**config.mk**
```make
export PLATFORM = sky130hd
export DESIGN_NAME = arinc429_bipolar_rz_transmitter
export DESIGN_NICKNAME = d
export VERILOG_FILES = /design/src/a429_pkg.sv /design/src/a429_cfg.sv /design/src/a429_seq.sv /design/src/arinc429_bipolar_rz_transmitter.sv
export SDC_FILE = /design/constraint.sdc
export NUM_CORES = 1
export LEC_CHECK = 0
export BUFFER_PORTS_ARGS = -buffer_cell sky130_fd_sc_hd__buf_2
export CORE_UTILIZATION = 30
export DETAILED_ROUTE_END_ITERATION = 8
export SYNTH_ARGS = -nofsm -noshare
export SYNTH_HDL_FRONTEND = slang
export SYNTH_HIERARCHICAL = 1
export SYNTH_SLANG_ARGS = --single-unit
```
**constraint.sdc**
```tcl
create_clock -name clock -period 4.4 [get_ports clock]
set_input_delay 0.22 -clock clock [delete_from_list [all_inputs] [get_ports clock]]
set_output_delay 0.22 -clock clock [all_outputs]
set_load 0.1 [all_outputs]
```
**src/a429_pkg.sv**
```systemverilog
// Shared types, constants and the parity function for the ARINC 429 transmitter.
// No dependencies.
package a429_pkg;

   localparam int PERIOD_W     = 16;
   localparam int COUNT_W      = 20;
   localparam int WORD_BITS    = 32;
   localparam int BIDX_W       = 5;
   localparam int GAP_MUL_W    = 4;
   localparam int GAP_BITS_DEF = 10;
   localparam int BODY_W       = WORD_BITS - 1;

   localparam logic [PERIOD_W-1:0] PERIOD_RESET = 16'd80;
   localparam logic [PERIOD_W-1:0] PERIOD_MIN   = 16'd2;

   typedef enum logic [1:0] {
      PH_IDLE = 2'd0,
      PH_GAP  = 2'd1,
      PH_BITS = 2'd2
   } phase_type;

   typedef struct packed {
      logic line_a;
      logic line_b;
      logic busy_res;
      logic word_done;
      logic load_accepted;
   } rsp_type;

   // body plus bit 31 chosen for odd parity, optionally flipped
   function automatic logic [WORD_BITS-1:0] odd_parity_word(
      input logic [BODY_W-1:0] body,
      input logic              inject
   );
      logic par;
      par = ~(^body) ^ inject;
      return {par, body};
   endfunction

endpackage

```
**src/a429_cfg.sv**
```systemverilog
// Bit period register and precomputed gap length for the ARINC 429 transmitter.
// Depends on a429_pkg.
module a429_cfg #(
   parameter int GAP_BITS = a429_pkg::GAP_BITS_DEF
) (
   input  logic                              clock,
   input  logic                              reset,
   input  logic                              csr_wen,
   input  logic [a429_pkg::PERIOD_W-1:0]     csr_wdata,
   output logic [a429_pkg::PERIOD_W-1:0]     period,
   output logic [a429_pkg::COUNT_W-1:0]      gap_end
);

   localparam logic [a429_pkg::GAP_MUL_W-1:0] GAP_MUL = a429_pkg::GAP_MUL_W'(GAP_BITS);
   localparam logic [a429_pkg::COUNT_W-1:0] GAP_END_RESET =
      a429_pkg::COUNT_W'(int'(a429_pkg::PERIOD_RESET) * GAP_BITS);

   logic [a429_pkg::PERIOD_W-1:0] period_ff, period_in;
   logic [a429_pkg::COUNT_W-1:0]  gap_end_ff, gap_end_in;

   always_comb begin
      // periods below two count as two
      period_in  = (csr_wdata < a429_pkg::PERIOD_MIN) ? a429_pkg::PERIOD_MIN : csr_wdata;
      gap_end_in = {{a429_pkg::GAP_MUL_W{1'b0}}, period_in} *
                   {{a429_pkg::PERIOD_W{1'b0}}, GAP_MUL};
   end

   always_ff @(posedge clock) begin
      if (reset) begin
         period_ff  <= a429_pkg::PERIOD_RESET;
         gap_end_ff <= GAP_END_RESET;
      end else if (csr_wen) begin
         period_ff  <= period_in;
         gap_end_ff <= gap_end_in;
      end
   end

   assign period  = period_ff;
   assign gap_end = gap_end_ff;

endmodule

```
**src/a429_seq.sv**
```systemverilog
// Word sequencer: gap and bit timing, shift word and line levels per sample.
// Depends on a429_pkg.
module a429_seq (
   input  logic                                clock,
   input  logic                                reset,
   input  logic                                step,
   input  logic                                req_load,
   input  logic [a429_pkg::BODY_W-1:0]         payload,
   input  logic                                parity_error,
   input  logic [a429_pkg::PERIOD_W-1:0]       period,
   input  logic [a429_pkg::COUNT_W-1:0]        gap_end,
   output a429_pkg::rsp_type                   result
);

   a429_pkg::phase_type                  phase_ff, phase_in;
   logic [a429_pkg::WORD_BITS-1:0]       shift_word_ff, shift_word_in;
   logic [a429_pkg::COUNT_W-1:0]         count_ff, count_in;
   logic [a429_pkg::BIDX_W-1:0]          bit_idx_ff, bit_idx_in;

   logic [a429_pkg::COUNT_W:0]           count_inc;
   logic [a429_pkg::COUNT_W-1:0]         half;
   logic                                 cur_bit;

   always_comb begin
      count_inc     = {1'b0, count_ff} + 1'b1;
      half          = a429_pkg::COUNT_W'(period >> 1);
      cur_bit       = shift_word_ff[bit_idx_ff];
      phase_in      = phase_ff;
      shift_word_in = shift_word_ff;
      count_in      = count_ff;
      bit_idx_in    = bit_idx_ff;
      result        = '0;

      if (req_load) begin
         result.busy_res = 1'b1;
         if (phase_ff != a429_pkg::PH_GAP && phase_ff != a429_pkg::PH_BITS) begin
            shift_word_in = a429_pkg::odd_parity_word(payload, parity_error);
            phase_in      = a429_pkg::PH_GAP;
            count_in      = '0;
            bit_idx_in    = '0;
            result.load_accepted = 1'b1;
         end
      end else begin
         unique case (phase_ff)
            a429_pkg::PH_GAP: begin
               result.busy_res = 1'b1;
               if (count_inc >= {1'b0, gap_end}) begin
                  phase_in   = a429_pkg::PH_BITS;
                  count_in   = '0;
                  bit_idx_in = '0;
               end else begin
                  count_in = count_inc[a429_pkg::COUNT_W-1:0];
               end
            end
            a429_pkg::PH_BITS: begin
               result.busy_res = 1'b1;
               if (count_ff < half) begin
                  result.line_a = cur_bit;
                  result.line_b = ~cur_bit;
               end
               if (count_inc >= {{(a429_pkg::COUNT_W + 1 - a429_pkg::PERIOD_W){1'b0}}, period})
               begin
                  count_in = '0;
                  if (bit_idx_ff == a429_pkg::BIDX_W'(a429_pkg::WORD_BITS - 1)) begin
                     result.word_done = 1'b1;
                     phase_in         = a429_pkg::PH_IDLE;
                     bit_idx_in       = '0;
                  end else begin
                     bit_idx_in = bit_idx_ff + 1'b1;
                  end
               end else begin
                  count_in = count_inc[a429_pkg::COUNT_W-1:0];
               end
            end
            default: begin
               phase_in = a429_pkg::PH_IDLE;
            end
         endcase
      end
   end

   always_ff @(posedge clock) begin
      if (reset) begin
         phase_ff      <= a429_pkg::PH_IDLE;
         shift_word_ff <= '0;
         count_ff      <= '0;
         bit_idx_ff    <= '0;
      end else if (step) begin
         phase_ff      <= phase_in;
         shift_word_ff <= shift_word_in;
         count_ff      <= count_in;
         bit_idx_ff    <= bit_idx_in;
      end
   end

endmodule

```
**src/arinc429_bipolar_rz_transmitter.sv**
```systemverilog
// ARINC 429 bipolar return-to-zero transmitter, one line sample per tick transfer.
// The result of a transfer is registered and presented in the cycle after it is accepted.
// Throughput: one item per clock while rsp_tready holds; the result register lets a new transfer in
// while the previous result is being taken.
// Reset (synchronous, active high): idle, result channel empty, period 80.
// Depends on a429_pkg, a429_cfg and a429_seq.
module arinc429_bipolar_rz_transmitter #(
   parameter int GAP_BITS = a429_pkg::GAP_BITS_DEF
) (
   input  logic        clock,
   input  logic        reset,
   input  logic        req_tvalid,
   output logic        req_tready,
   input  logic [31:0] req_tdata,   // [30:0] payload, [31] parity_error
   input  logic        req_tuser,   // [0] req_type: 1 = load, 0 = tick
   output logic        rsp_tvalid,
   input  logic        rsp_tready,
   output logic [7:0]  rsp_tdata,   // [0] line_a, [1] line_b, [2] busy_res, [3] load_accepted
   output logic        rsp_tlast,   // word_done
   input  logic        csr_wen,
   input  logic [15:0] csr_wdata
);

   logic [a429_pkg::PERIOD_W-1:0] period;
   logic [a429_pkg::COUNT_W-1:0]  gap_end;
   logic                          step;
   a429_pkg::rsp_type             result;
   a429_pkg::rsp_type             rsp_ff;
   logic                          rsp_valid_ff, rsp_valid_in;

   a429_cfg #(
      .GAP_BITS (GAP_BITS)
   ) u_cfg (
      .clock     (clock),
      .reset     (reset),
      .csr_wen   (csr_wen),
      .csr_wdata (csr_wdata),
      .period    (period),
      .gap_end   (gap_end)
   );

   a429_seq u_seq (
      .clock        (clock),
      .reset        (reset),
      .step         (step),
      .req_load     (req_tuser),
      .payload      (req_tdata[a429_pkg::BODY_W-1:0]),
      .parity_error (req_tdata[a429_pkg::BODY_W]),
      .period       (period),
      .gap_end      (gap_end),
      .result       (result)
   );

   assign req_tready = ~rsp_valid_ff | rsp_tready;
   assign step       = req_tvalid & req_tready;

   always_comb begin
      rsp_valid_in = step | (rsp_valid_ff & ~rsp_tready);
   end

   always_ff @(posedge clock) begin
      if (reset) begin
         rsp_valid_ff <= 1'b0;
      end else begin
         rsp_valid_ff <= rsp_valid_in;
      end
   end

   always_ff @(posedge clock) begin
      if (step) begin
         rsp_ff <= result;
      end
   end

   assign rsp_tvalid = rsp_valid_ff;
   assign rsp_tdata  = {4'b0, rsp_ff.load_accepted, rsp_ff.busy_res,
                        rsp_ff.line_b, rsp_ff.line_a};
   assign rsp_tlast  = rsp_ff.word_done;

endmodule
```
==> impl_metrics.json, run 1 <==
{
  "r2r-start": "u_seq/count_ff[2]",
  "drtPass1Iterations": 5,
  "dieArea_mm2": 0.0244,
  "rsz0062_at_grt": "no",
  "grt_usage_pct": 14.7,
  "crit_type": "flop to flop",
  "fin_ws_ns": 0.346,
  "die_h_um": 156,
  "synth_edf_count": 5,
  "worstMarginPinSlew_ns": 1.22,
  "gp_congestion": 0.851,
  "overflow": 0,
  "final_nets": 1009,
  "drv_cap": 0,
  "synth_ff_type": "dfxtp_1",
  "cts_made_buffers": 9,
  "diodes": 0,
  "hp-class": "input pin to flop",
  "finalHoldViolations": 0,
  "routedWlPerCell_um": 14.8,
  "pwr-share-comb_pct": 22.4,
  "rrSetupSlack_ns": 0.35,
  "worst_r2r_path_depth": 14,
  "grt_max_degree": 46,
  "avgSynthCellArea_um2": 8.36,
  "max_slew_margin_pct": 18.6,
  "dp_cells": 1180,
  "worstPathMaxFanout": 9,
  "clkPwrFrac_pct": 36.5,
  "clock_path_buffers": 2,
  "place_area_mm2": 0.00761,
  "startpoint": "u_seq/count_ff[2]",
  "netlist_instances": 852,
  "pre_cts_slack_ns": 0.208,
  "crit_required_ns": 4.67,
  "timing.critical_path.to": "u_seq/bit_idx_ff[1]",
  "drive_above_1_share_pct": 13.8,
  "ios": 65,
  "vias": 6058,
  "clock_latency_ns": 0.36,
  "post_cts_buffers": 0,
  "start_util_pct": 30.4,
  "stdcell_area_mm2": 0.00795,
  "netlist_area_mm2": 0.00712,
  "ys_warn_count": 6,
  "synth_seq_cells": 98,
  "intPower_mw": 1.64,
  "ys_types": 79,
  "setup_viol": 0,
  "core_area_mm2": 0.0234,
  "wl_um": 17700,
  "r2r_end": "u_seq/bit_idx_ff[1]",
  "final_common_cell": "nand2_1",
  "rows": 56,
  "drv_slew": 0,
  "power_switching_mw": 0.721,
  "ir_drop_v": 0.000174,
  "htree_levels": 3,
  "holdWs_ns": 0.107,
  "dp_hpwl_um": 13500,
  "antenna_found_initial": 0,
  "die_w_um": 156,
  "final_cells": 1196,
  "cts_resized": 0,
  "final_cell_mix": "123 x nand2_1, 93 x dfxtp_1, 82 x ha_1",
  "period_minus_slack_ns": 4.05,
  "finalCritPeriodShare_pct": 92.1,
  "setup_tns_ns": 0,
  "seqPwrFrac_pct": 41.0,
  "max_freq_ghz": 0.247,
  "cts_root_buf": "clkbuf_16",
  "cts_hold_buf": 0,
  "grt_pass1_wl_um": 28200,
  "drc": 0,
  "worstSetupEndpointType": "flop",
  "finClkSkew_ns": 0.00974,
  "area_growth_pct": 11.7,
  "yosysSeqAreaShare_pct": 28.3,
  "leakage_nw": 3.27,
  "via_per_inst": 5.07,
  "synthArstFlopShare_pct": 0,
  "swShare_pct": 30.6,
  "tritoncts": "yes",
  "grt_pass1_vias": 5485,
  "power_density_mw_per_mm2": 296,
  "postRouteAntennaNets": 0,
  "port_buffers": 60,
  "outcome": "finished clean",
  "clock_sinks": 98,
  "critPathLaunchType": "flop",
  "cts.clk_slew.worst_paths_ns": 0.07,
  "arrival_ns": 4.32,
  "dr.first_iter.drc_count": 446,
  "fillers": 2447
}
## cells by family (layout without fill, tap and decap cells)
logic type / after synthesis / after routing / synth area share (%)
fa+ha+maj: 83 / 83 / 14.7
other cells: 2 / 5 / 0.105
mux: 31 / 31 / 6.11
simple gates: 286 / 286 / 20.1
xor+xnor: 50 / 50 / 6.15
compound gates: 190 / 190 / 17.9
flops: 98 / 98 / 28.3
buf+inv: 112 / 134 / 6.66
## final cells by class
cell class,count,area (um^2),area share (%)
Tap cell,319,399,5.02
Timing Repair Buffer,69,368,4.62
Clock inverter,6,78.8,0.991
Sequential cell,98,2010,25.3
Multi-Input combinational cell,645,4660,58.6
Inverter,49,184,2.31
Clock buffer,10,250,3.15
## cell usage after synthesis, drive strengths merged (12+ instances only)
cell type  instances  area (um^2)
nand3             21          110
nand2            125          472
mux2i             21          210
xnor2             43          377
dfxtp             93         1860
nor2              44          165
a21oi             66          349
nand4             15          115
a21o              12         90.1
inv               49          184
ha                82         1030
o21ai             40          200
clkbuf            36          138
nor3              12         60.1
buf               27          153
## per-stage QoR
stage / utilization, % / power, mW
after global routing: 34.0 / 2.47
after detailed placement: 32.5 / 1.51
after global placement: 32.5 / 1.51
after floorplan: - / 1.39
final: 34.0 / 2.36
after CTS: 33.9 / 2.39
## sequential cells by signal, indices dropped and copies added (netlist names)
register             count
rsp_tdata                4
rsp_tlast                1
u_cfg/period            16
u_seq/count_ff          20
rsp_tvalid               1
u_seq/phase_ff           2
u_cfg/gap_end           17
u_seq/bit_idx_ff         5
u_seq/shift_word_ff     32
## worst max-delay path, cell delays in order, from the launching register on
cell and delay (ns):
dfxtp_1 0.48, and4_2 0.39, nand3_2 0.15, nor2_1 0.22
nand4_1 0.14, xnor2_1 0.22, ha_1 0.33, nand3_1 0.11
or4_1 0.57, o31ai_2 0.37, nor4_4 0.08, nand4_2 0.15
a21oi_2 0.10, or4b_1 0.51, a21oi_1 0.16
## power by group through the flow
stage | combinational [mW] | sequential (mW) | clock [mW]
final | 0.529 | 0.967 | 0.860
after global routing | 0.584 | 0.973 | 0.916
after CTS | 0.528 | 0.968 | 0.889
after detailed placement | 0.525 | 0.988 | 0
after global placement | 0.520 | 0.987 | 0
after floorplan | 0.383 | 1.00 | 0
## how the worst min path moves through the flow
stage	startpoint	end	slack, ns	cells after the start
after global placement	u_seq/shift_word_ff[0]	u_seq/shift_word_ff[0]	0.44	2
final	req_tvalid	rsp_tvalid	0.11	3
after detailed placement	u_seq/shift_word_ff[30]	u_seq/shift_word_ff[30]	0.45	2
after CTS	req_tvalid	rsp_tvalid	0.09	3
after floorplan	reset	rsp_tvalid	0.28	1
after global routing	req_tvalid	rsp_tvalid	0.10	3
## metal layers
metal	GRT usage [%]	share of wire, %	vias up
met5	0	0	-
met1	20.5	50	2878
met2	23.4	46	103
met3	2.31	3.6	9
met4	3.69	0.70	0
li1	-	-	3068
Power figures use the tool's default switching activity.
==> run 2: changes to the inputs <==
--- a/config.mk
+++ b/config.mk
@@ -8,7 +8,7 @@
 export BUFFER_PORTS_ARGS = -buffer_cell sky130_fd_sc_hd__buf_2
 export CORE_UTILIZATION = 30
 export DETAILED_ROUTE_END_ITERATION = 8
+export MAX_ROUTING_LAYER = met4
 export SYNTH_ARGS = -nofsm -noshare
 export SYNTH_HDL_FRONTEND = slang
-export SYNTH_HIERARCHICAL = 1
 export SYNTH_SLANG_ARGS = --single-unit
==> impl_metrics.json, run 2 <==
{
  "antenna_found_initial": 0,
  "final_cells": 1139,
  "dp_hpwl_um": 12600,
  "ff_latch_area_mm2": 0.00201,
  "dr.first_iter.drc_count": 364,
  "stdcell_area_mm2": 0.00779,
  "tritoncts": "yes",
  "drv_slew": 0,
  "ys_types": 76,
  "clock_path_buffers": 2,
  "final_cell_mix": "118 x nand2_1, 93 x dfxtp_1, 81 x ha_1",
  "largest_reg_flops": 32,
  "finClkSkew_ns": 0.00883,
  "ir_drop_v": 0.000171,
  "arrival_ns": 4.37,
  "place_area_mm2": 0.00743,
  "finalHoldViolations": 0,
  "synth_top_area_cell": "dfxtp_1",
  "synth_edf_count": 5,
  "die_w_um": 154,
  "fin_ws_ns": 0.293,
  "worstMarginPinSlew_ns": 1.08,
  "core_area_mm2": 0.0226,
  "post-synth-top-count-cell": "nand2_1",
  "finalCritPeriodShare_pct": 93.3,
  "start_util_pct": 30.5,
  "drive_above_1_share_pct": 14.4,
  "final_nets": 985,
  "regMostFlops": "u_seq.shift_word_ff",
  "max_slew_margin_pct": 27.7,
  "holdWs_ns": 0.109,
  "setup_viol": 0,
  "synth_seq_cells": 98,
  "setup_tns_ns": 0,
  "netlist_instances": 814,
  "final_common_cell": "nand2_1",
  "routedWlPerCell_um": 14.6,
  "yosysSeqAreaShare_pct": 29.2,
  "diodes": 0,
  "die_h_um": 154,
  "crit_type": "flop to flop",
  "period_minus_slack_ns": 4.11,
  "worstPathMaxFanout": 11,
  "postRouteAntennaNets": 0,
  "ios": 65,
  "grt_pass1_vias": 5659,
  "fin_util_pct": 34.5,
  "grt_usage_pct": 15.2,
  "hp-class": "input pin to flop",
  "ys_warn_count": 0,
  "via_per_inst": 5.13,
  "clock_sinks": 98,
  "critPathLaunchType": "flop",
  "crit_required_ns": 4.66,
  "grt_max_degree": 78,
  "cts_root_buf": "clkbuf_16",
  "drv_cap": 0,
  "grt_pass1_wl_um": 28100,
  "pre_cts_slack_ns": 0.189,
  "synthArstFlopShare_pct": 0,
  "htree_levels": 3,
  "ys_top_cells_by_area": "dfxtp_1 27%, ha_1 15%, nand2_1 6.4%, xnor2_1 5.8%, a21oi_1 3.9%",
  "critPathSlowestCell": "a21oi_1",
  "worstSetupEndpointType": "flop",
  "crit_chain": "ha_1 -> and3_1 -> nand3_1 -> nor2_2 -> nand2_1 -> xnor2_1 -> ha_1 -> a21oi_1 -> o21ai_0 -> a221o_1 -> a31o_2 -> maj3_2 -> a21oi_1 -> a311oi_1 -> o32ai_1",
  "wl_um": 16600,
  "vias": 5840,
  "cts.clk_slew.worst_paths_ns": 0.07,
  "cts_made_buffers": 9,
  "overflow": 0,
  "rows": 55,
  "avgSynthCellArea_um2": 8.47,
  "port_buffers": 60,
  "drtPass1Iterations": 5,
  "area_growth_pct": 13.0,
  "total_power_mw": 2.32,
  "netlist_top_cells_count": "118 x nand2_1, 93 x dfxtp_1, 81 x ha_1, 61 x inv_1, 54 x a21oi_1",
  "synth_top_area_share_pct": 27.0,
  "rsz0062_at_grt": "yes",
  "synth_ff_type": "dfxtp_1",
  "outcome": "finished clean",
  "gp_congestion": 0.866,
  "max_stage_delay_ns": 0.47,
  "netlist_area_mm2": 0.00689,
  "cp_top_family": "compound AO/OA/AOI/OAI gates",
  "max_freq_ghz": 0.244,
  "drc": 0,
  "clock_latency_ns": 0.36,
  "leakage_nw": 3.32,
  "fillers": 2353,
  "multi_input_area_mm2": 0.00445,
  "worstPathBufferInverterCount": 0,
  "dieArea_mm2": 0.0236,
  "power_density_mw_per_mm2": 298,
  "dp_cells": 1123
}
run 2: cell count changes in the layout (fill, tap and decap cells not counted), sizes merged, moves of 6 or more:
cell,delta
o21ai,-19
inv,+13
a21oi,-12
a32oi,-10
a2111oi,+9
a211oi,+7
nand2,-7
o2111ai,+7
buf,+6
nor2b,-6
run 2: cell families (layout without fill, tap and decap cells):
group | Yosys count | after routing | share of synthesized area, %
xor+xnor | 59 | 59 | 7.61
compound gates | 172 | 172 | 17.2
flops | 98 | 98 | 29.2
other cells | 1 | 4 | 0.0544
buf+inv | 117 | 154 | 7.06
simple gates | 248 | 248 | 16.6
fa+ha+maj | 83 | 83 | 15.2
mux | 36 | 36 | 7.06
run 2: routing by layer:
| metal | wire (um) | vias up | global-route usage (%) |
|---|---|---|---|
| met5 | 0 | - | - |
| met3 | 569 | 37 | 2.20 |
| met1 | 7570 | 2718 | 18.6 |
| met4 | 424 | 0 | 6.10 |
| li1 | - | 2962 | - |
| met2 | 8080 | 123 | 25.2 |
run 2: timing repair:
action	in CTS	in global routing
hold buffers	0	0
endpoints found under the setup margin	0	26
gates resized for setup	0	7
setup buffers	0	0
run 2: report_power, final:
group,total [mW],internal (mW),switching (mW)
clock,0.851,0.459,0.391
combinational,0.507,0.206,0.301
sequential,0.965,0.941,0.0242
run 2: worst paths after layout:
kind	from	end	slack (ns)	depth (start not counted)
worst max-delay path	u_seq.count_ff[0]	u_seq.count_ff[17]	0.29	15
worst min-delay path	req_tvalid	rsp_tvalid	0.11	3
worst max register to register	u_seq.count_ff[0]	u_seq.count_ff[17]	0.29	15
worst min register to register	u_seq.shift_word_ff[6]	u_seq.shift_word_ff[6]	0.45	2
run 2: worst min-delay path, stage by stage:
cell and delay (ns):
buf_2 0.10, inv_1 0.04, a21oi_1 0.05
run 2: cell type report:
cell class | instances | area share, %
flip-flops and latches | 98 | 25.8
clock buffers | 9 | 2.89
well taps | 285 | 4.58
inverters | 63 | 3.04
clock inverters | 7 | 1.22
repair buffers | 75 | 5.30
multi-input cells | 602 | 57.1
==> run 3: changes to the inputs <==
--- a/config.mk
+++ b/config.mk
@@ -8,6 +8,7 @@
 export BUFFER_PORTS_ARGS = -buffer_cell sky130_fd_sc_hd__buf_2
 export CORE_UTILIZATION = 30
 export DETAILED_ROUTE_END_ITERATION = 8
+export GPL_TIMING_DRIVEN = 0
 export MAX_ROUTING_LAYER = met4
 export SYNTH_ARGS = -nofsm -noshare
 export SYNTH_HDL_FRONTEND = slang
==> impl_metrics.json, run 3 (synthesis results as in run 2) <==
{
  "power_density_mw_per_mm2": 287,
  "r2r_end": "u_seq.bit_idx_ff[2]",
  "critical_path_depth": 16,
  "grt_pass1_wl_um": 28900,
  "crit_chain": "and3_1 -> buf_2 -> nand4_1 -> buf_4 -> nor4_4 -> nand2_1 -> xnor2_1 -> ha_1 -> nand3_1 -> nor2_1 -> a221o_1 -> a31o_2 -> maj3_2 -> a2111oi_2 -> nor3_2 -> o311ai_1",
  "setup_viol": 0,
  "finalHoldViolations": 0,
  "via_per_inst": 5.04,
  "fin_util_pct": 35.4,
  "die_w_um": 154,
  "clock_path_buffers": 2,
  "overflow": 0,
  "grt_pass1_vias": 5745,
  "drc": 0,
  "final_cell_mix": "118 x nand2_1, 92 x dfxtp_1, 80 x ha_1",
  "dr.first_iter.drc_count": 257,
  "routedWlPerCell_um": 14.8,
  "setup_tns_ns": 0,
  "cp_top_family": "compound AO/OA/AOI/OAI gates",
  "drtPass1Iterations": 7,
  "dieArea_mm2": 0.0236,
  "critPathLaunchType": "flop",
  "cts_root_buf": "clkbuf_16",
  "whs_path_depth": 3,
  "antenna_found_initial": 0,
  "dp_hpwl_um": 13800,
  "area_growth_pct": 16.0,
  "htree_levels": 3,
  "drv_cap": 0,
  "core_area_mm2": 0.0226,
  "clock_latency_ns": 0.36,
  "crit_type": "flop to flop",
  "holdWs_ns": 0.101,
  "grt_max_degree": 20,
  "place_area_mm2": 0.00755,
  "clock_sinks": 98,
  "ir_drop_v": 0.000197,
  "stdcell_area_mm2": 0.00800,
  "crit_required_ns": 4.67,
  "worstPathMaxFanout": 6,
  "gp_congestion": 0.865,
  "r2r-start": "u_seq.count_ff[2]",
  "max_stage_delay_ns": 0.50,
  "diodes": 0,
  "total_power_mw": 2.30,
  "final_nets": 1029,
  "grt_usage_pct": 15.7,
  "regMostFlops": "u_seq.shift_word_ff",
  "max_slew_margin_pct": 20.2,
  "largest_reg_flops": 32,
  "worstMarginPinSlew_ns": 1.17,
  "worstPathBufferInverterCount": 2,
  "fillers": 2405,
  "worstSetupEndpointType": "flop",
  "wl_um": 17500,
  "finalCritPeriodShare_pct": 94.9,
  "ios": 65,
  "critPathSlowestCell": "a2111oi_2",
  "outcome": "finished clean",
  "fin_ws_ns": 0.225,
  "rows": 55,
  "port_buffers": 59,
  "tritoncts": "yes",
  "drive_above_1_share_pct": 14.5,
  "start_util_pct": 30.5,
  "vias": 5957,
  "worst_r2r_path_depth": 16,
  "startpoint": "u_seq.count_ff[2]",
  "leakage_nw": 3.39,
  "period_minus_slack_ns": 4.18,
  "postRouteAntennaNets": 0,
  "die_h_um": 154,
  "cts.clk_slew.worst_paths_ns": 0.08,
  "final_cells": 1183,
  "timing.critical_path.to": "u_seq.bit_idx_ff[2]",
  "cts_hold_buf": 0,
  "rrSetupSlack_ns": 0.22,
  "finClkSkew_ns": 0.00975,
  "dp_cells": 1161,
  "ff_latch_area_mm2": 0.00201,
  "multi_input_area_mm2": 0.00450,
  "drv_slew": 0,
  "rsz0062_at_grt": "yes",
  "arrival_ns": 4.44,
  "cts_made_buffers": 9,
  "max_freq_ghz": 0.239,
  "final_common_cell": "nand2_1",
  "pre_cts_slack_ns": -0.497,
  "hp-class": "input pin to flop"
}
==> run 3: cell count changes in the layout (fill, tap and decap cells not counted), moves of 3 or more <==
| cell | change |
|---|---|
| buf_6 | +4 |
| a2111oi_2 | +3 |
| a2111oi_0 | -3 |
| buf_4 | -4 |
| clkbuf_1 | +38 |
| buf_1 | +5 |
==> run 3: worst min-delay path by stage <==
stage | from | end
6_report | req_tvalid | rsp_tvalid
5_1_grt | req_tdata[14] | u_seq.shift_word_ff[14]
4_1_cts | req_tvalid | rsp_tvalid
3_5_place_dp | u_seq.shift_word_ff[13] | u_seq.shift_word_ff[13]
3_3_place_gp | u_seq.shift_word_ff[2] | u_seq.shift_word_ff[2]
2_1_floorplan | req_tvalid | rsp_tvalid
==> run 3: routing by layer <==
metal	global-route usage [%]	wire length (um)
met5	-	0
met4	4.81	302
met3	2.00	472
met2	26.0	8450
met1	19.9	8260
==> run 3: where the power goes <==
group | switching (mW) | internal (mW) | leakage, nW
registers | 0.0225 | 0.941 | 0.810
logic | 0.314 | 0.213 | 2.44
clock network | 0.403 | 0.401 | 0.143
==> run 3: cell type report <==
type                       count  share of cell area, %
buffer                        54                   3.18
clock buffer                   9                   2.82
clock inverter                 7                  0.908
inverter                      63                   2.96
multi-input combinational    602                   56.3
sequential                    98                   25.2
tap                          285                   4.46
timing repair buffer          65                   4.26
==> run 3: tightest hold or removal path: stages <==
cell and delay, ns:
buf_2 0.10, inv_1 0.04, a21oi_1 0.05
==> run 3: repair_timing <==
action                     CTS  global route
pin swaps                    1             1
buffers inserted             2             4
gates resized for setup      8            14
setup endpoints to repair   27            27
